## config.mk

```make
export PLATFORM = sky130hd
export DESIGN_NAME = tbsat_sum
export DESIGN_NICKNAME = d
export VERILOG_FILES = /design/src/hw/rtl/tbsat_pkg.sv /design/src/hw/rtl/tbsat_sum.sv
export SDC_FILE = /design/constraint.sdc
export NUM_CORES = 1
export LEC_CHECK = 0
export BUFFER_PORTS_ARGS = -buffer_cell sky130_fd_sc_hd__buf_2
export CORE_AREA = 8 8 362 364
export CTS_CLUSTER_SIZE = 14
export DETAILED_ROUTE_END_ITERATION = 8
export DIE_AREA = 0 0 370 372
export PLACE_DENSITY = 0.37
export SYNTH_ARGS = -nofsm -noshare
export SYNTH_HDL_FRONTEND = slang
export SYNTH_SLANG_ARGS = --single-unit
```

## constraint.sdc

```tcl
create_clock -name clk -period 3.85 [get_ports clk]
set_clock_uncertainty 0.05 [all_clocks]
set_input_delay 0.77 -clock clk [delete_from_list [all_inputs] [get_ports clk]]
set_output_delay 0.77 -clock clk [all_outputs]
set_load 0.05 [all_outputs]
```

## src/hw/rtl/tbsat_pkg.sv

```systemverilog
// tbsat_pkg: shared types and constants for the triangle / box overlap test
// no dependencies; imported by every pipeline stage and the top level

package tbsat_pkg;

  localparam int NUM_EDGES = 3;

  // per-stage control: word valid plus the x/y axis separation flag
  typedef struct packed {
    logic vld;
    logic sep;
  } stage_ctl_t;

endpackage

```

## src/hw/rtl/tbsat_sum.sv

```systemverilog
// tbsat_sum: stage 3, triangle projections and box half-extent per edge normal
// depends on tbsat_pkg

module tbsat_sum
  import tbsat_pkg::*;
#(
  parameter int COORD_BITS = 16
) (
  input  logic                           clk,
  input  logic                           rst_n,
  input  logic                           en,
  input  stage_ctl_t                     ctl_i,
  input  logic signed [2*COORD_BITS+2:0] pax [NUM_EDGES],
  input  logic signed [2*COORD_BITS+2:0] pay [NUM_EDGES],
  input  logic signed [2*COORD_BITS+2:0] pcx [NUM_EDGES],
  input  logic signed [2*COORD_BITS+2:0] pcy [NUM_EDGES],
  input  logic        [2*COORD_BITS:0]   rw [NUM_EDGES],
  input  logic        [2*COORD_BITS:0]   rh [NUM_EDGES],
  output stage_ctl_t                     ctl_o,
  output logic signed [2*COORD_BITS+3:0] pa_o [NUM_EDGES],
  output logic signed [2*COORD_BITS+3:0] pc_o [NUM_EDGES],
  output logic        [2*COORD_BITS+1:0] r_o [NUM_EDGES]
);

  localparam int PRW = 2 * COORD_BITS + 3;
  localparam int PW  = 2 * COORD_BITS + 4;
  localparam int RW  = 2 * COORD_BITS + 2;

  stage_ctl_t           ctl_r;
  logic signed [PW-1:0] pa_r [NUM_EDGES], pa_nxt [NUM_EDGES];
  logic signed [PW-1:0] pc_r [NUM_EDGES], pc_nxt [NUM_EDGES];
  logic        [RW-1:0] r_r [NUM_EDGES], r_nxt [NUM_EDGES];

  always_comb begin
    for (int i = 0; i < NUM_EDGES; i++) begin
      pa_nxt[i] = $signed({pax[i][PRW-1], pax[i]}) + $signed({pay[i][PRW-1], pay[i]});
      pc_nxt[i] = $signed({pcx[i][PRW-1], pcx[i]}) + $signed({pcy[i][PRW-1], pcy[i]});
      r_nxt[i]  = {1'b0, rw[i]} + {1'b0, rh[i]};
    end
  end

  always_ff @(posedge clk) begin
    if (!rst_n) begin
      ctl_r <= '0;
    end else if (en) begin
      ctl_r <= ctl_i;
    end
  end

  always_ff @(posedge clk) begin
    if (en) begin
      pa_r <= pa_nxt;
      pc_r <= pc_nxt;
      r_r  <= r_nxt;
    end
  end

  assign ctl_o = ctl_r;
  assign pa_o  = pa_r;
  assign pc_o  = pc_r;
  assign r_o   = r_r;

endmodule

```

After elaboration in Yosys (flattened, before gate mapping)
Cells that the tools add are included.
{"block": "word_totals", "ff_bits": 320, "input_bits": 623, "out_inout_bits": 320, "wordCells": 20}
{"block": "classes", "addsub": 9}
{"operator": "35-bit by 35-bit adder with 36-bit output", "n": 6}
{"operator": "33-bit by 33-bit adder with 34-bit output", "n": 3}

Depth between registers and ports, before layout
{"block": "logic_depth", "depth_word": 1, "mapped_depth": 12, "ltp_nobuf": 12}

Least setup slack after synthesis
No wires, ideal clock.
{"block": "synth_path", "path_kind": "input port to flip-flop", "startpoint": "in pax[0] (netlist name)", "endpoint": "reg pa_r (netlist bit pa_o[34]), data pin", "arrival_ps": 3481, "required_ps": 3540, "path_slack_ps": 59, "stages": 11, "path_buffers": 0, "cell_sequence": "ha_1 > fa_1 > a211o_1 > a2111oi_2 > o21ai_1 > o211a_1 > a211o_2 > a311oi_4 > o21ai_2 > a311oi_2 > xnor2_1"}
{"item": "start: declaration", "line": "tbsat_sum.sv:13", "source": "input logic signed [2*COORD_BITS+2:0] pax [NUM_EDGES],"}
{"item": "end signal: assignment", "line": "tbsat_sum.sv:52", "source": "pa_r <= pa_nxt;"}
{"item": "end: declaration", "line": "tbsat_sum.sv:30", "source": "logic signed [PW-1:0] pa_r [NUM_EDGES], pa_nxt [NUM_EDGES];"}

==> run metrics <==
status=finished clean; RD Place Congestion=between 0.9 and 1; gr usage total=around 16%; IO Port Bufs=942; Routed Wire Length=around 120000 um; layout cells sized above 1=32.9%; Worst Path Class, Setup=input pin to flop; clock slew at reported path FFs=0.06 ns; mean post-synth cell area=between 10 and 15 um2; worst-skew pair later-pin latency=~0.6 ns; largest net degree at the start of global routing=just over 60; most frequent cell after synthesis=edfxtp_1; PwrDens=about 450 nW/um2; final setup fails=0; IO Pins=943; vias in the first global route=between 20000 and 30000; Vias/cell=between 4 and 5; H-tree levels=2; Final Max Slew Viols=0; Worst Setup Start Kind=input pin; Post-synth ARST share=0%; Top FF cell, synth=edfxtp_1; GRT busiest layer=met2; deepest clock path buffer count=3; dpl hpwl=about 100000 um; residual DRC count=0; clock sink count=320; routed via count=around 24000; share of Yosys cell area claimed by the top area cell type=between 30% and 40%; fin nets=4496; drt pass-1 iters=5; cells along the critical path=buf_2 -> ha_1 -> fa_1 -> a211o_1 -> a2111oi_0 -> buf_4 -> o21ai_0 -> and3_1 -> a31oi_1 -> buf_4 -> o31ai_1 -> a31oi_1 -> o41ai_1 -> xor2_1; Cell variety after synth=78; endpoint type of the worst setup path=flop; Die Ht=372 um; hold buffer count at CTS=0; worst-path maximum fanout=3; initial antenna violation count=92; post-synth top area cell=edfxtp_1; Detail Route Antenna Nets=0; CTS buffer count=47; DR WL/cell=between 20 and 25 um; die width=around 370 um; Max stage delay on crit path=about 0.45 ns; Design Power=about 16 mW; CTS tree=built; cell count after synthesis=approximately 2500; Post-Syn Area=between 20000 and 25000 um2; syn_nets=approximately 3400; Cell Rows=130; Hold Path Class=input pin to flop; slowest CP cell=a2111oi_0; Least-Margin Pin Slew=0.702 ns; VDD IR max=0.000303 V; # fillers=approximately 14000; total global routing overflow=0; commonest cells in the netlist=318 x edfxtp_1, 309 x ha_1, 263 x a21oi_1; dpl cell area=32700 um2; final hold viol count=0; die area=around 140000 um2; crit path time final=3.65 ns; Seq/Total Area, Yosys=about two fifths; Synth Register Bits=320; root buf cell=clkbuf_16; Yosys Warn Count=0; Multi-input gate area=between 10000 and 15000 um2; critical path arrival=~3.9 ns; fmax=between 200 and 300 MHz; met1 Resource Use GR=about 18%; Pleak=~16 nW; core area=about 120000 um2; Reg area=about 9600 um2; # Max-Cap Violations=0; period utilization=a little over nine tenths; met3 GRT Util=6.90%; area grow syn2layout=37.6%; Iter 0 DRT Violations=1299; fin area=34300 um2; first-pass GRT wire length=between 150000 and 200000 um; initial core utilization=about a fifth; Slew HR=between 50% and 60%; RSZ-0062 raised after global routing=no; M2 GR Usage=between 20 and 30%; Critical Path RT=4.14 ns; EDFF count, synth=roughly 320; top post-synthesis cells by area=edfxtp_1 38%, ha_1 15%, xnor2_1 6.5%
[metrics by stage]
| step | setup WS (ns) | setup TNS, ns | std cells | util, % | hold slack (ns) |
|---|---|---|---|---|---|
| global placement | -0.548 | -5.69 | 5156 | 26.2 | 0.446 |
| detailed placement | -0.473 | -5.69 | 5156 | 26.2 | 0.462 |
| CTS | 0.212 | 0 | 5242 | 27.4 | 0.274 |
| finish | 0.204 | 0 | 5277 | 27.5 | 0.341 |
| global route | 0.0325 | 0 | 5257 | 27.4 | 0.332 |
| floorplan | 0.0587 | 0 | 2473 | - | 0.693 |
[placed cells by master (no fill, tap or decap), drive strengths merged, types with 51 or more instances in the layout]
cell type	instances
nor2	134
nand2	139
ha	309
inv	85
buf	1090
a21o	177
edfxtp	318
clkbuf	66
xnor2	184
a21oi	263
o21ai	146
nand3	51
xor2	82
[sequential cells by signal, summed over array words and instances (netlist names)]
| signal | flops |
|---|---|
| pa_o | 108 |
| pc_o | 108 |
| r_o | 102 |
| ctl_o | 2 |
[critical path: cells and delay by family]
kind                     cells  cell delay [ns]
AND/OR/NAND/NOR              1             0.24
XOR/XNOR                     1             0.16
adder cells (fa/ha/maj)      2             0.65
AO/OA/AOI/OAI                7             1.67
buffers and inverters        3             0.45
[final timing paths]
kind,from,end,slack (ns),depth (start not counted)
setup / recovery,pcx[35],pc_o[70],0.20,14
hold / removal,rst_n,ctl_o[1],0.34,2
setup reg to reg,ctl_o[1],ctl_o[1],3.20,2
hold reg to reg,ctl_o[1],ctl_o[1],0.47,2
[power by group]
| part | total (mW) | leakage, nW | internal, mW | switching, mW |
|---|---|---|---|---|
| clock | 4.42 | 0.727 | 2.62 | 1.80 |
| combinational | 6.33 | 11.9 | 2.00 | 4.34 |
| sequential | 4.80 | 3.13 | 4.60 | 0.200 |
| total | 15.5 | 15.7 | 9.21 | 6.33 |
[per-layer routing]
layer  share of wire [%]  wire length, um
met1                  37            44500
met2                  49            58000
met3                  10            12000
met4                 3.5             4120
met5                0.32              380
[area by class of cell]
type / count / share of cell area, %
clock inverters: 20 / 0.671
inverters: 84 / 0.919
clock buffers: 66 / 3.70
multi-input cells: 2012 / 43.2
flip-flops and latches: 320 / 27.9
well taps: 1650 / 6.02
repair buffers: 1090 / 17.3
diodes: 35 / 0.255
[what timing repair did]
action,4_1_cts,5_1_grt
resized for setup,0,1
buffers inserted,0,0
setup endpoints to repair,0,1
[logic make-up after synthesis]
family | after synthesis | synth area share (%)
DFF | 320 | 38.4
adders and majority gates | 318 | 16.2
and+or+nand+nor | 543 | 10.6
buffers and inverters | 141 | 2.12
AOI/OAI and AO/OA | 881 | 23.1
xor gates and xnor gates | 266 | 9.34
muxes | 4 | 0.161
Note: power is estimated with default switching activity, not from simulation.
