$ cat src/hw/rtl/tbsat_pkg.sv
// tbsat_pkg: shared types and constants for the triangle / box overlap test
// no dependencies; imported by every pipeline stage and the top level

package tbsat_pkg;

  localparam int NUM_EDGES = 3;

  // per-stage control: word valid plus the x/y axis separation flag
  typedef struct packed {
    logic vld;
    logic sep;
  } stage_ctl_t;

endpackage

$ cat src/hw/rtl/tbsat_prep.sv
// tbsat_prep: stage 1, box-relative doubled vertices, edge normals, x/y axis test
// depends on tbsat_pkg

module tbsat_prep
  import tbsat_pkg::*;
#(
  parameter int COORD_BITS = 16
) (
  input  logic                         clk,
  input  logic                         rst_n,
  input  logic                         en,
  input  logic                         in_vld,
  input  logic signed [COORD_BITS-1:0] vx [NUM_EDGES],
  input  logic signed [COORD_BITS-1:0] vy [NUM_EDGES],
  input  logic signed [COORD_BITS-1:0] cx,
  input  logic signed [COORD_BITS-1:0] cy,
  input  logic        [COORD_BITS-1:0] w,
  input  logic        [COORD_BITS-1:0] h,
  output stage_ctl_t                   ctl_o,
  output logic signed [COORD_BITS+1:0] tx_o [NUM_EDGES],
  output logic signed [COORD_BITS+1:0] ty_o [NUM_EDGES],
  output logic signed [COORD_BITS:0]   nx_o [NUM_EDGES],
  output logic signed [COORD_BITS:0]   ny_o [NUM_EDGES],
  output logic        [COORD_BITS:0]   anx_o [NUM_EDGES],
  output logic        [COORD_BITS:0]   any_o [NUM_EDGES],
  output logic        [COORD_BITS-1:0] w_o,
  output logic        [COORD_BITS-1:0] h_o
);

  localparam int TW = COORD_BITS + 2;
  localparam int NW = COORD_BITS + 1;

  stage_ctl_t           ctl_r, ctl_nxt;
  logic signed [TW-1:0] tx_r [NUM_EDGES], tx_nxt [NUM_EDGES];
  logic signed [TW-1:0] ty_r [NUM_EDGES], ty_nxt [NUM_EDGES];
  logic signed [NW-1:0] nx_r [NUM_EDGES], nx_nxt [NUM_EDGES];
  logic signed [NW-1:0] ny_r [NUM_EDGES], ny_nxt [NUM_EDGES];
  logic        [NW-1:0] anx_r [NUM_EDGES], anx_nxt [NUM_EDGES];
  logic        [NW-1:0] any_r [NUM_EDGES], any_nxt [NUM_EDGES];
  logic [COORD_BITS-1:0] w_r, h_r;
  logic signed [TW-1:0] wp, wn, hp, hn;
  logic [NUM_EDGES-1:0] xlo, xhi, ylo, yhi;

  always_comb begin
    wp = $signed({2'b00, w});
    hp = $signed({2'b00, h});
    wn = -wp;
    hn = -hp;
    for (int i = 0; i < NUM_EDGES; i++) begin
      tx_nxt[i] = ($signed({vx[i][COORD_BITS-1], vx[i]}) -
                   $signed({cx[COORD_BITS-1], cx})) <<< 1;
      ty_nxt[i] = ($signed({vy[i][COORD_BITS-1], vy[i]}) -
                   $signed({cy[COORD_BITS-1], cy})) <<< 1;
      nx_nxt[i] = $signed({vy[i][COORD_BITS-1], vy[i]}) -
                  $signed({vy[(i+1)%NUM_EDGES][COORD_BITS-1], vy[(i+1)%NUM_EDGES]});
      ny_nxt[i] = $signed({vx[(i+1)%NUM_EDGES][COORD_BITS-1], vx[(i+1)%NUM_EDGES]}) -
                  $signed({vx[i][COORD_BITS-1], vx[i]});
      anx_nxt[i] = nx_nxt[i][NW-1] ? NW'(-nx_nxt[i]) : NW'(nx_nxt[i]);
      any_nxt[i] = ny_nxt[i][NW-1] ? NW'(-ny_nxt[i]) : NW'(ny_nxt[i]);
      xlo[i] = tx_nxt[i] < wn;
      xhi[i] = tx_nxt[i] > wp;
      ylo[i] = ty_nxt[i] < hn;
      yhi[i] = ty_nxt[i] > hp;
    end
    ctl_nxt.vld = in_vld;
    ctl_nxt.sep = (&xlo) | (&xhi) | (&ylo) | (&yhi);
  end

  always_ff @(posedge clk) begin
    if (!rst_n) begin
      ctl_r <= '0;
    end else if (en) begin
      ctl_r <= ctl_nxt;
    end
  end

  always_ff @(posedge clk) begin
    if (en) begin
      tx_r  <= tx_nxt;
      ty_r  <= ty_nxt;
      nx_r  <= nx_nxt;
      ny_r  <= ny_nxt;
      anx_r <= anx_nxt;
      any_r <= any_nxt;
      w_r   <= w;
      h_r   <= h;
    end
  end

  assign ctl_o = ctl_r;
  assign tx_o  = tx_r;
  assign ty_o  = ty_r;
  assign nx_o  = nx_r;
  assign ny_o  = ny_r;
  assign anx_o = anx_r;
  assign any_o = any_r;
  assign w_o   = w_r;
  assign h_o   = h_r;

endmodule

$ cat config.mk
export PLATFORM = sky130hd
export DESIGN_NAME = tbsat_prep
export DESIGN_NICKNAME = d
export VERILOG_FILES = /design/src/hw/rtl/tbsat_pkg.sv /design/src/hw/rtl/tbsat_prep.sv
export SDC_FILE = /design/constraint.sdc
export NUM_CORES = 1
export LEC_CHECK = 0
export BUFFER_PORTS_ARGS = -buffer_cell sky130_fd_sc_hd__buf_4
export CAP_MARGIN = 20
export CORE_MARGIN = 2
export CORE_UTILIZATION = 30
export DETAILED_ROUTE_END_ITERATION = 6
export GPL_TIMING_DRIVEN = 0
export PLACE_DENSITY = 0.49
export SETUP_SLACK_MARGIN = 0.02
export SLEW_MARGIN = 20
export SYNTH_ARGS = -nofsm -noshare
export SYNTH_HDL_FRONTEND = slang
export SYNTH_SLANG_ARGS = --single-unit
$ cat constraint.sdc
create_clock -name clk -period 7.62 [get_ports clk]
set_input_delay 0.381 -clock clk [delete_from_list [all_inputs] [get_ports clk]]
set_output_delay 0.381 -clock clk [all_outputs]
set_load 0.01 [all_outputs]
# [Yosys cells after proc, flatten, opt, wreduce, memory -nomap -nowiden]
# Index checks and enable logic that the tools add are counted.
[word_totals] elab_cells=73 input_bits=164 output_inout_bits=346 ff_bits=340
[classes] n_reduce_logical=4 n_mux=6 add_sub_neg=20 bitwise_logic=3 order_cmp=12
[op_table] operator="subtractor 16 x 16 -> 17 bit" count=12
[op_table] operator="> comparator 18 x 17 -> 1 bit" count=6
[op_table] operator="< comparator 18 bit" count=6
[op_table] operator="negator 17 bit" count=6
[op_table] operator="two-way mux 16 bit" count=6
[op_table] operator="negator 16 -> 18 bit" count=2
[op_table] operator="AND reduction 3 bit" count=4
[op_table] operator="bitwise OR 1 bit" count=3

# [Depth between registers and ports, before layout]
[logic_depth] word_depth=6 mapped_depth=21 depth_no_buf=21

# [Least setup slack after synthesis]
# OpenSTA, ideal clock, no wires.
[synth_path] kind="input to register" startpoint="input port w[1]" endpoint="register ctl_r, in the netlist ctl_o[0]" t_arrival_ns=4.115 setup_ns=0.134 path_slack_ns=3.371 required_time_ns=7.486 path_stages=17 path_buffers=0 cell_sequence="or4_4 -> or3_4 -> nor3_2 -> nand3_1 -> nor3_1 -> nand2_1 -> nor2_1 -> nand2_1 -> xnor2_1 -> ha_1 -> nand4_1 -> a2111oi_0 -> a211oi_1 -> mux2_2 -> a221oi_1 -> o21a_1 -> or4_1"
[synth_via] elab_chain_len=6 word_cells_on_any_way=12 classes_between="add/sub: 1; order compare: 6; bitwise: 3; reduce/logical: 2"
[synth_lines] item="start: declaration" line="tbsat_prep.sv:17" source="input logic [COORD_BITS-1:0] w,"
[synth_lines] item="negator 16 -> 18 bit" line="tbsat_prep.sv:47" source="wn = -wp;"
[synth_lines] item="< comparator 18 bit" line="tbsat_prep.sv:60" source="xlo[i] = tx_nxt[i] < wn;"
[synth_lines] item="AND reduction 3 bit" line="tbsat_prep.sv:66" source="ctl_nxt.sep = (&xlo) | (&xhi) | (&ylo) | (&yhi);"
[synth_lines] item="bitwise OR 1 bit * (3 in a row)" line="tbsat_prep.sv:66"
[synth_lines] item="end signal: assignment" line="tbsat_prep.sv:73" source="ctl_r <= ctl_nxt;"
[synth_lines] item="end: declaration" line="tbsat_prep.sv:33" source="stage_ctl_t ctl_r, ctl_nxt;"
# Every way passes the cells marked *; elsewhere a longest branch is shown, timed or not.
# A chain may end at the register's enable or synchronous reset.

# [Final worst setup path]
[layout_path] startpoint="input port w[3]" endpoint="register ctl_r, in the netlist ctl_o[0]"
# Same word-level chain as after synthesis.

==> key figures <==
Pwr
  – Lkg Pwr: 0.0143 uW
  – Pint: 4820 uW
  – Clock network fraction of total power: 28.2%
  – Final Power: 7360 uW
  – Switching Share: 34.4%
  – Maximum vdd ir drop: 145 uV
  – Flop pwr share: 34.9%
  – Sw Pwr: 2530 uW
  – Pwr/cell area: 228 mW/mm2
  – Share of total power in combinational logic: 36.9%

Clock network
  – Clock H-tree levels: 2
  – CTS sink cnt: 334
  – Number of buffers created by CTS: 43
  – CTS tree: done
  – Worst skew pair latency: 0.56 ns
  – Clock transition at path regs: 0.06 ns
  – CTS resizes: 0
  – CTS root buf: clkbuf_16
  – CTS Buffer Depth: 3

Logic synthesis
  – Ys async rst share: 0%
  – Cells after Synth: 2456
  – Post-synth EDFFs: 332
  – #FFs+latches synth: 334
  – Top_reg_cell synth: edfxtp_1
  – Avg Inst Size Synth: 10.4 um2
  – Cell variety after synth: 87
  – Post-synthesis sequential area ratio: 39.3%
  – Post-synth design cell area: 0.0254 mm2
  – Syn. warnings: 0

Final layout
  – Commonest non-fill, non-tap cell in the layout: buf_4
  – Layout cells sized above 1: 20.6%
  – Nets@finish: 3581
  – Final std cells w/o fill: 4196
  – Fin area: 0.0323 mm2
  – Area of the multi-input gates: 0.0143 mm2
  – Fill cells: 8424
  – Commonest cells after routing, fill and taps aside: buf_4 (514), ha_1 (384), edfxtp_1 (332), inv_1 (260), xnor2_1 (175)
  – Register Area: 0.0100 mm2
  – Area grow syn2layout: 26.9%

Floorplanning
  – FP Rows: 106
  – Die X: 295 um
  – Initial Utilization: 30.4%
  – Die Y: 295 um
  – Die Area: 0.0872 mm2
  – Core box area: 0.0838 mm2
  – IO Pins: 510

Global routing
  – Largest net degree at the start of global routing: 101
  – GR Util All Layers: 20.5%
  – Global route hottest layer: met2
  – Grt ovf: 0
  – Met1 usage: 26.9%
  – First-pass GRT wire length: 133000 um
  – Vias in the first global route: 21100
  – GR Layer Usage met3: 3.50%
  – Met2 usage: 34.4%
  – Antenna violations before repair: 11

Setup path
  – Classification of the worst setup path: in2reg
  – Flop-to-flop setup slack: 5.69 ns
  – Worst r2r src: ctl_o[0]
  – RR Endpoint: ctl_o[0]
  – WP data arrival: 5.79 ns
  – Capture point of the critical path: ctl_o[0]
  – Crit path launch: w[3]
  – Critical Path End Type: flip-flop
  – Critical Path RT: 8.05 ns
  – Crit start category: input pin
  – Worst reg2reg path depth: 4
  – Crit path max fanout: 4

Routing
  – Routed Antenna Nets: 0
  – Avg WL per Cell: 22.1 um
  – Initial DRC count: 1431
  – Post-route DRC: 0
  – Post-Route WL: 92600 um
  – Via-to-Cell Ratio: 5.07
  – Vias: 21300
  – DR pass1 iterations: 5

Timing
  – Worst Tran Pin Value: 1.04 ns
  – Hold Vio Cnt, Final: 0
  – FMAX: 0.187 GHz
  – Slew Viols, Final: 0
  – Final setup fails: 0
  – Period minus WS final: 5.36 ns
  – Post-Route Setup TNS: 0 ns
  – RSZ-0062 raised after global routing: false
  – Clk_skew: 0 ns
  – Rel. slew slack: 30.0%
  – Period utilization: 70.3%

Place
  – Placed Area: 0.0308 mm2
  – # port buffers: 503
  – Placed insts: 4101
  – RD Place Congestion: 0.903
  – Hpwl dp: 77500 um

Run
  – Maxcap violations: 0

Status
  – Outcome: finished clean

Worst hold path
  – Worst min-delay path class: in2reg
state kept, by name (all words and copies together), names as in the netlist:
signal	cells
ty_o	51
tx_o	51
w_o	16
ny_o	51
h_o	16
any_o	48
ctl_o	2
nx_o	48
anx_o	51
logic make-up (layout without fill, tap and decap cells):
logic type | count (synthesis) | in the layout | share of synthesized area, %
XOR/XNOR | 251 | 251 | 8.64
buffers and inverters | 289 | 882 | 4.45
multiplexers | 6 | 6 | 0.246
AND/OR/NAND/NOR | 561 | 561 | 11.2
AO/OA/AOI/OAI | 618 | 618 | 16.2
flip-flops | 334 | 334 | 39.3
other | 1 | 14 | 0.0147
adder cells (fa/ha/maj) | 396 | 396 | 19.8
worst max-delay path: stages:
cell	delay, ns
dlygate4sd3_1	0.54
buf_4	0.14
or4_4	0.50
or3_4	0.38
nor3_2	0.27
nand3_1	0.17
nor3_1	0.32
nand2_1	0.15
nor2_1	0.22
nand2_1	0.15
xnor2_1	0.22
ha_1	0.32
nand4_1	0.17
a2111oi_0	0.62
a211oi_1	0.19
mux2_2	0.26
a221oi_1	0.06
o21a_1	0.20
or4_1	0.50
timing repair:
item / CTS / global route
hold buffers: 9 / 0
hold endpoints to repair: 9 / 0
buffers inserted: 0 / 0
layer usage:
layer | wire, um | vias up | share of wire, %
li1 | - | 10200 | -
met1 | 40400 | 10300 | 44
met2 | 43900 | 680 | 47
met3 | 5620 | 123 | 6.1
met4 | 2640 | 2 | 2.8
met5 | 13 | - | 0.014
cells in the mapped netlist, types with 6 or more instances:
| cell type | count | share of area (%) |
|---|---|---|
| xor2_1 | 76 | 2.6 |
| a2111oi_0 | 13 | 0.45 |
| nor3_1 | 48 | 0.94 |
| clkbuf_1 | 12 | 0.18 |
| a31oi_1 | 27 | 0.66 |
| nand4_1 | 30 | 0.74 |
| a211o_1 | 8 | 0.28 |
| o2111ai_1 | 14 | 0.48 |
| o31ai_1 | 19 | 0.56 |
| nand2_1 | 117 | 1.7 |
| o21ai_0 | 113 | 2.2 |
| or3_1 | 24 | 0.59 |
| a31o_2 | 9 | 0.31 |
| inv_1 | 260 | 3.8 |
| nor4_1 | 6 | 0.15 |
| and3_1 | 16 | 0.39 |
| nor2_1 | 158 | 2.3 |
| nand2b_1 | 30 | 0.74 |
| o31a_1 | 9 | 0.31 |
| xnor2_1 | 175 | 6.0 |
| nand3_1 | 30 | 0.59 |
| edfxtp_1 | 332 | 39 |
| o21bai_1 | 26 | 0.77 |
| o21a_1 | 42 | 1.2 |
| a211oi_1 | 21 | 0.62 |
| a221oi_1 | 6 | 0.21 |
| ha_1 | 384 | 19 |
| a21boi_0 | 7 | 0.21 |
| a21oi_1 | 155 | 3.0 |
| fa_1 | 12 | 0.94 |
| and4_1 | 8 | 0.28 |
| buf_4 | 12 | 0.35 |
| a21o_1 | 70 | 2.1 |
| o211ai_1 | 21 | 0.62 |
| or2_2 | 6 | 0.15 |
| nor2b_1 | 47 | 1.2 |
layout make-up:
class	count	area share, %
antenna	8	0.0620
buffer	28	0.477
clock buffer	54	3.59
clock inverter	24	0.814
inverter	261	3.03
multi-input combinational	1838	44.4
sequential	334	31.0
tap	1134	4.39
timing repair buffer	515	12.3
how the worst min path moves through the flow:
stage          slack [ns]       end  startpoint  depth (start not counted)
6_report             0.03    h_o[2]        h[2]                          1
5_1_grt             0.006    h_o[2]        h[2]                          1
3_3_place_gp         0.54  ctl_o[1]    ctl_o[1]                          2
2_1_floorplan        0.48    h_o[0]        h[0]                          0
3_5_place_dp         0.55  ctl_o[1]    ctl_o[1]                          2
4_1_cts            0.0001    h_o[2]        h[2]                          1
power by group through the flow:
stage                     Sequential (uW)  Combinational (uW)  Clock, uW
after floorplan                      2720                1340          0
after global placement               2610                2670          0
after detailed placement             2600                2710          0
after CTS                            2570                2730       2140
after global routing                 2590                2980       2200
final                                2560                2720       2080
metrics by stage:
stage	setup slack [ns]	utilization, %	hold WS, ns
after detailed placement	2.17	36.7	0.552
after global placement	1.88	36.6	0.536
after global routing	1.94	38.5	0.00559
after CTS	2.27	38.5	0.000115
final	2.26	38.5	0.0336
after floorplan	3.37	-	0.480
(Power assumes the default switching activity.)
