[config.mk]
export PLATFORM = sky130hd
export DESIGN_NAME = tbsat_cmp
export DESIGN_NICKNAME = d
export VERILOG_FILES = /design/src/hw/rtl/tbsat_pkg.sv /design/src/hw/rtl/tbsat_cmp.sv
export SDC_FILE = /design/constraint.sdc
export NUM_CORES = 1
export LEC_CHECK = 0
export ABC_AREA = 1
export BUFFER_PORTS_ARGS = -buffer_cell sky130_fd_sc_hd__buf_2
export CAP_MARGIN = 0
export CORE_UTILIZATION = 56
export DETAILED_ROUTE_END_ITERATION = 6
export PLACE_DENSITY = 0.89
export SYNTH_ARGS = -nofsm -noshare
export SYNTH_HDL_FRONTEND = slang
export SYNTH_SLANG_ARGS = --single-unit
export TNS_END_PERCENT = 30
[constraint.sdc]
create_clock -name clk -period 4.8 [get_ports clk]
set_input_delay 0.48 -clock clk [delete_from_list [all_inputs] [get_ports clk]]
set_output_delay 0.48 -clock clk [all_outputs]
set_load 0.01 [all_outputs]
[src/hw/rtl/tbsat_pkg.sv]
// tbsat_pkg: shared types and constants for the triangle / box overlap test
// no dependencies; imported by every pipeline stage and the top level

package tbsat_pkg;

  localparam int NUM_EDGES = 3;

  // per-stage control: word valid plus the x/y axis separation flag
  typedef struct packed {
    logic vld;
    logic sep;
  } stage_ctl_t;

endpackage

[src/hw/rtl/tbsat_cmp.sv]
// tbsat_cmp: stage 4, edge normal interval compare and the output word register
// depends on tbsat_pkg

module tbsat_cmp
  import tbsat_pkg::*;
#(
  parameter int COORD_BITS = 16
) (
  input  logic                           clk,
  input  logic                           rst_n,
  input  logic                           en,
  input  stage_ctl_t                     ctl_i,
  input  logic signed [2*COORD_BITS+3:0] pa [NUM_EDGES],
  input  logic signed [2*COORD_BITS+3:0] pc [NUM_EDGES],
  input  logic        [2*COORD_BITS+1:0] r [NUM_EDGES],
  output logic                           out_valid,
  output logic                           out_overlap
);

  localparam int PW = 2 * COORD_BITS + 4;

  logic                 out_valid_r, overlap_r, overlap_nxt;
  logic signed [PW-1:0] rp, rn;
  logic [NUM_EDGES-1:0] sep;

  always_comb begin
    rp  = '0;
    rn  = '0;
    for (int i = 0; i < NUM_EDGES; i++) begin
      rp = $signed({2'b00, r[i]});
      rn = -rp;
      sep[i] = ((pa[i] < rn) && (pc[i] < rn)) || ((pa[i] > rp) && (pc[i] > rp));
    end
    overlap_nxt = !(ctl_i.sep || (|sep));
  end

  always_ff @(posedge clk) begin
    if (!rst_n) begin
      out_valid_r <= 1'b0;
    end else if (en) begin
      out_valid_r <= ctl_i.vld;
    end
  end

  always_ff @(posedge clk) begin
    if (en) begin
      overlap_r <= overlap_nxt;
    end
  end

  assign out_valid   = out_valid_r;
  assign out_overlap = overlap_r;

endmodule

-- Yosys cells after proc, flatten, opt, wreduce, memory -nomap -nowiden
Cells that the tools add are included.
- register bits after elaboration: 2
- output and inout bits: 2
- logic and storage cells: 29
- $add $sub $neg: 3
- order comparisons: 12
- reductions and logical operators: 12
- operators with widths (cell ; number):
    $gt 36x35->1 ; 6
    $lt 36x36->1 ; 6
    $neg 34->36 ; 3
    $logic_and 1x1->1 ; 6
    $logic_or 1x1->1 ; 4
    $reduce_or 3->1 ; 1
    $logic_not 1->1 ; 1

-- Depth between registers and ports, before layout
Gate-level depths: netlist (run 1).
- word-level depth: 7
- depth in mapped cells: 31
- mapped depth without buffers: 31

-- Least setup slack after synthesis (run 1)
No wires, ideal clock.
- path type: input-to-reg
- from: input port r[1] in the netlist's numbering
- to: register overlap_r (netlist: out_overlap), data pin
- data arrival time: 3.455 ns
- path slack: 1.092 ns
- cell stages on the path: 26
- cell sequence: inv_1 > ha_1 > nand4_1 > nor2_1 > nand3_1 > nor2_2 > nand3_1 > nor3_2 > nand4_1 > nor2_2 > nand3_1 > xor2_1 > ha_1 > nand2_1 > nor2_1 > nand2_1 > nor4_1 > nand4_1 > nand3_1 > nand2_1 > nand2_1 > nand3_1 > nand2_1 > nor2_1 > nand2_1 > nor2_1
- cells in the longest elaborated chain, start to end: 7
- elaborated cells between the ends (all ways): 11
- ends and longest elaborated chain (element ; RTL line ; text):
    start, declared ; tbsat_cmp.sv:15 ; input logic [2*COORD_BITS+1:0] r [NUM_EDGES],
    $neg 34->36 ; tbsat_cmp.sv:31 ; rn = -rp;
    $lt 36x36->1 ; tbsat_cmp.sv:32 ; sep[i] = ((pa[i] < rn) && (pc[i] < rn)) || ((pa[i] > rp) && (pc[i] > rp));
    $logic_and 1x1->1 ; tbsat_cmp.sv:32 ;
    $logic_or 1x1->1 * ; tbsat_cmp.sv:32 ;
    $reduce_or 3->1 * ; tbsat_cmp.sv:34 ; overlap_nxt = !(ctl_i.sep || (|sep));
    $logic_or 1x1->1 * ; tbsat_cmp.sv:34 ;
    $logic_not 1->1 * ; tbsat_cmp.sv:34 ;
    net overlap_nxt ; tbsat_cmp.sv:22 ; logic out_valid_r, overlap_r, overlap_nxt;
    end signal, assigned ; tbsat_cmp.sv:47 ; overlap_r <= overlap_nxt;
    end, declared ; tbsat_cmp.sv:22 ;
The timed path passes the listed nets; every way through them passes the cells marked *.
A chain may end at the register's enable or synchronous reset.

-- Final worst setup path (run 1)
Same ends and word-level chain as after synthesis.

==> summary.txt, run 1 <==
Largest net degree at the start of global routing = 10
Tmin final = 4.28 ns
FF/Latch Area = 50.0 um2
RSZ-0062 raised after global routing = no
Max IR drop VDD = 76.9 uV
DP Wirelength = 34200 um
Layout cells sized above 1 = 17.7%
Global-route wire length before repair = 60400 um
Crit path launch type = input pin
Highest Clock Rate = 234 MHz
Cell area after synthesis = 11800 um2
Worst-path clk slew = 0.03 ns
Reg2reg setup slack = 4.15 ns
Final hold vios = 0
Pwr dens = 90.5 nW/um2
Clock Latency Late Sink = 0.22 ns
Synth Area in Compound Gates = 14.8%
Routed WL = 37400 um
Area of placed instances = 13800 um2
Global route overflow = 0
Post-synthesis mux area share = 0%
Yosys warns = 0
GRT Overall Usage = 33.7%
H-tree levels = 1
Post-synth top area share = 43.2%
Synth area leaders = ha_1 (43%), nand2_1 (10%), a21oi_1 (8.1%)
Final std cell area, no fill = 13900 um2
Yosys top cell by area = ha_1
Pre-CTS WS = 0.182 ns
Vias per inst = 5.72
Deepest clock path buffer count = 2
Asr flop ratio synth = 0%
WL met1 = 15600 um
Most frequent cells in the layout = ha_1 (409), nand2_1 (325), buf_2 (324)
Multi-input gate area = 11000 um2
Highest Signal Layer = met5
Final WS setup = 0.520 ns
Initial antenna violation count = 7
RR Endpoint = out_valid
Post-synthesis register bit count = 2
Outcome = finished, final reports clean
Final setup viols = 0
Avg Cell Area, Syn = 6.71 um2
Commonest non-fill, non-tap cell in the layout = ha_1
Vias = 13600
Worst hold path depth = 2
Fraction of synthesized cell area in xor and xnor cells = 5.85%
Met2 WL = 17800 um
Relative slew slack = 55.1%
Syn Inst Count = 1765
GPL Wtd Cong = 1.01
Synth Area in Simple Gates = 28.6%
Crit-path max FO = 5
NumNets Final = 2827
Clk sinks = 2
Vias in the first global route = 13100
R2R depth = 2
Die area = 21700 um2
Crit path DAT = 4.26 ns
Filler Cell Count = 1857
Largest family of logic cells by synthesized area = adder cells
Initial DRT Pass Iterations = 5
Post-Syn Nets = 2497
CP Data Required Time = 4.78 ns
Routed len/inst = 15.8 um
Die height = 147 um
Port buffer count = 324
Period utilization = 89.2%
Post-Synth Adder-Cell Area = 43.2%
Die X = 147 um
Tot Pwr = 1.26 mW
CP endpoint kind = register
Critical path class = in2reg
Max Slew Vio Count = 0
CTS root buffer = clkbuf_16
Reg2reg start = out_valid
Primary FF master, synth = edfxtp_1
Hold EP = out_valid
Hold WC Path Type = in2reg
Max cap viols = 0
Initial Util = 57.7%
HP Start = en
Post-synth EDFFs = 1
Setup TNS = 0 ns
Wire length on met3 = 2650 um
P&R area growth vs syn = 17.6%
Drt drc = 0
Yosys cell types = 45
Final Skew = 0 ns
Core Area = 20500 um2
Cell row count = 52
Static leakage = 7.69 nW
Actual slew at the worst max-slew pin = 0.669 ns
Ports = 325
CTS Buf Count = 3
DR iter-0 viols = 673
TritonCTS clock tree = done
Final ANT Viol Nets = 0
Sequential area share after synthesis = 0.423%
## cells in the mapped netlist, types with 2 or more instances
library cell / number
a211oi_1: 10
a21o_1: 3
a21oi_1: 191
a31o_2: 2
a31oi_1: 3
and3_1: 2
ha_1: 409
inv_1: 219
inv_2: 5
nand2_1: 325
nand2_2: 4
nand3_1: 101
nand3_4: 3
nand3b_1: 10
nand4_1: 60
nor2_1: 147
nor2_2: 7
nor2_4: 7
nor3_1: 45
nor3_2: 3
nor4_1: 12
o211ai_1: 13
o21a_1: 17
o21ai_0: 59
o21bai_1: 3
o221ai_1: 2
o31ai_1: 6
or2_2: 2
xor2_1: 79
## power by group
part           leakage [nW]  switching, mW  internal, mW  total (mW)
sequential           0.0179       0.000412        0.0196      0.0200
clock                0.0382         0.0230         0.110       0.133
combinational          7.63          0.651         0.455        1.11
## kinds of logic (layout without fill, tap and decap cells)
kind of cell,Yosys count,in the layout
compound gates,315,315
simple gates,735,735
flops,2,2
buf+inv,225,554
fa+ha+maj,409,409
xor+xnor,79,79
other cells,0,4
## final cells by class
cell class              instances  area share [%]
diodes                          4          0.0719
clock buffers                   4           0.566
inverters                     225            6.07
multi-input cells            1538            78.8
flip-flops and latches          2           0.360
well taps                     270            2.43
repair buffers                325            11.7
## how the worst max path moves through the flow
| stage | to | depth (start not counted) | from | slack [ns] |
|---|---|---|---|---|
| 2_1_floorplan | out_overlap | 26 | r[1] | 1.09 |
| 3_3_place_gp | out_overlap | 27 | r[1] | 0.35 |
| 3_5_place_dp | out_overlap | 27 | r[1] | 0.18 |
| 4_1_cts | out_overlap | 27 | r[1] | 0.40 |
| 5_1_grt | out_overlap | 27 | r[1] | 0.02 |
| 6_report | out_overlap | 27 | r[1] | 0.52 |
## routing by layer
metal / GRT usage, % / vias to the layer above
li1: - / 6867
met1: 40.5 / 6041
met2: 60.8 / 555
met3: 4.20 / 89
met4: 12.8 / 2
met5: 0 / -
## state kept, by name (all words and copies together) (netlist names)
register     flops
out_overlap      1
out_valid        1
## critical path, cell delays in order
cell	delay (ns)
buf_2	0.09
inv_1	0.14
ha_1	0.24
nand4_1	0.16
nor2_1	0.16
nand3_1	0.12
nor2_2	0.17
nand3_1	0.14
nor3_2	0.25
nand4_1	0.18
nor2_2	0.25
nand3_1	0.13
xor2_1	0.20
ha_1	0.29
nand2_1	0.06
nor2_1	0.16
nand2_1	0.09
nor4_2	0.20
nand4_1	0.17
nand3_1	0.12
nand2_1	0.05
nand2_1	0.05
nand3_1	0.11
nand2_1	0.08
nor2_1	0.04
nand2_1	0.05
nor2_1	0.03
## per-stage QoR
stage / hold WS, ns / util (%) / std cells
after floorplan: 0.555 / - / 1765
after CTS: 0.490 / 67.7 / 2364
after global routing: 0.507 / 67.9 / 2368
after detailed placement: 0.533 / 67.3 / 2360
after global placement: 0.512 / 67.3 / 2360
final: 0.498 / 67.9 / 2368
## timing repair
| action | CTS | global route |
|---|---|---|
| gates resized for setup | 0 | 4 |
| setup buffers | 0 | 0 |
| endpoints found under the setup margin | 0 | 1 |
| hold buffers | 0 | 0 |
Power figures use the tool's default switching activity.
==> run 2: changes to the inputs <==
--- a/config.mk
+++ b/config.mk
@@ -8,9 +8,9 @@
 export ABC_AREA = 1
 export BUFFER_PORTS_ARGS = -buffer_cell sky130_fd_sc_hd__buf_2
 export CAP_MARGIN = 0
-export CORE_UTILIZATION = 56
+export CORE_UTILIZATION = 51
 export DETAILED_ROUTE_END_ITERATION = 6
-export PLACE_DENSITY = 0.89
+export PLACE_DENSITY = 0.85
 export SYNTH_ARGS = -nofsm -noshare
 export SYNTH_HDL_FRONTEND = slang
 export SYNTH_SLANG_ARGS = --single-unit
==> constraint.sdc (replaced) <==
create_clock -name clk -period 3.85 [get_ports clk]
set_input_delay 0.385 -clock clk [delete_from_list [all_inputs] [get_ports clk]]
set_output_delay 0.385 -clock clk [all_outputs]
set_load 0.01 [all_outputs]
==> summary.txt, run 2 (synthesis results as in run 1) <==
Die height = 154 um (was 147 um)
Hold WS = 0.394 ns (was 0.498 ns)
Vias per inst = 5.63 (was 5.72)
Initial Util = 52.1% (was 57.7%)
Setup TNS = -0.117 ns (was 0 ns)
Slowest-stage cell, CP = nor4_4 (was ha_1)
Initial antenna violation count = 15 (was 7)
Max Slew Vio Count = 0 (unchanged)
Crit-path max FO = 3 (was 5)
CP endpoint kind = register (unchanged)
Fin util = 64.9% (was 67.9%)
CTS Hold Bufs = 0 (unchanged)
Most frequent cells in the layout = ha_1 (405), buf_2 (322), nand2_1 (320) (was ha_1 (409), nand2_1 (325), buf_2 (324))
Max cap viols = 0 (unchanged)
DR iter-0 viols = 708 (was 673)
Layout cells sized above 1 = 21.7% (was 17.7%)
Max IR drop VDD = 92.8 uV (was 76.9 uV)
Routed len/inst = 16.0 um (was 15.8 um)
Final WS setup = -0.117 ns (was 0.520 ns)
Global-route wire length before repair = 62600 um (was 60400 um)
Relative slew slack = 57.5% (was 55.1%)
Clock Latency Late Sink = 0.23 ns (was 0.22 ns)
P&R area growth vs syn = 24.5% (was 17.6%)
Cell row count = 55 (was 52)
Final hold vios = 0 (unchanged)
Clk sinks = 2 (unchanged)
Tot Pwr = 1.63 mW (was 1.26 mW)
Vias in the first global route = 13500 (was 13100)
Commonest non-fill, non-tap cell in the layout = ha_1 (unchanged)
CP Data Required Time = 3.83 ns (was 4.78 ns)
CTS Buf Count = 3 (unchanged)
Static leakage = 8.10 nW (was 7.69 nW)
Pre-CTS WS = -0.539 ns (was 0.182 ns)
Initial DRT Pass Iterations = 7 (was 5)
Highest Clock Rate = 252 MHz
Critical path class = in2reg (unchanged)
Drt drc = 0 (unchanged)
Most used cell, CP = nor2_4 (was nand2_1)
RSZ-0062 raised after global routing = yes (was no)
Actual slew at the worst max-slew pin = 0.632 ns (was 0.669 ns)
Final setup viols = 1 (was 0)
Die area = 23800 um2 (was 21700 um2)
Deepest clock path buffer count = 2 (unchanged)
CTS root buffer = clkbuf_16 (unchanged)
Period utilization = 103%
Crit path DAT = 3.95 ns (was 4.26 ns)
Ports = 325 (unchanged)
Hold WC Path Type = in2reg (unchanged)
Pwr dens = 111 nW/um2 (was 90.5 nW/um2)
TritonCTS clock tree = done (unchanged)
Worst-path clk slew = 0.03 ns (about the same)
Core Area = 22700 um2 (was 20500 um2)
Largest net degree at the start of global routing = 10 (unchanged)
Vias = 13900 (was 13600)
Failing checks = negative setup slack
Die X = 154 um (was 147 um)
GPL Wtd Cong = 0.995 (was 1.01)
Routed WL = 39400 um (was 37400 um)
Area of placed instances = 14200 um2 (was 13800 um2)
H-tree levels = 1 (unchanged)
Non-filler cells, final = 2463 (was 2368)
Slowest stage delay, CP = 0.27 ns (was 0.29 ns)
Final ANT Viol Nets = 0 (unchanged)
Outcome = finished with violations (was finished, final reports clean)
Global route overflow = 0 (unchanged)
Crit path launch type = input pin (unchanged)
GRT Overall Usage = 31.9% (was 33.7%)
Final std cell area, no fill = 14700 um2 (was 13900 um2)
Port buffer count = 324 (unchanged)
Tmin final = 3.97 ns
NumNets Final = 2899 (was 2827)
DP Wirelength = 35800 um (was 34200 um)
Final Skew = 0 ns (unchanged)
Placed cell count = 2430 (was 2360)
-- run 2: final cells by class --
class                           instances  area (um2)
Inverter                              225         852
Fill cell                            2051        7980
Timing Repair Buffer                  397        2210
Tap cell                              285         357
Clock buffer                            4        78.8
Multi-Input combinational cell       1538       11200
Sequential cell                         2        50.0
Antenna cell                           12        30.0
-- run 2: power by group --
part / switching, mW / leakage (nW) / internal [mW]
combinational: 0.838 / 8.04 / 0.599
sequential: 0.000411 / 0.0179 / 0.0244
clock: 0.0322 / 0.0382 / 0.137
total: 0.871 / 8.10 / 0.761
-- run 2: final timing paths --
| path | depth (start not counted) | endpoint | from | slack (ns) |
|---|---|---|---|---|
| worst max-delay path | 29 | out_overlap | r[1] | -0.12 |
| worst min-delay path | 3 | out_valid | ctl_i[1] | 0.39 |
| worst min register to register | 2 | out_valid | out_valid | 0.54 |
| worst max register to register | 2 | out_valid | out_valid | 3.23 |
-- run 2: timing repair --
item	4_1_cts	5_1_grt
setup buffers	6	11
gates resized for setup	19	32
pin swaps	21	31
endpoints found under the setup margin	1	1
-- run 2: worst max-delay path: cells and delay by family --
family	cells	cell delay, ns
buf+inv	4	0.41
simple gates	23	2.79
fa+ha+maj	1	0.26
xor+xnor	1	0.09
-- run 2: routing by layer --
metal	GRT usage [%]	wire [um]
met5	0	69
met4	10.7	1450
met3	3.42	2610
met2	58.9	18800
met1	38.1	16500
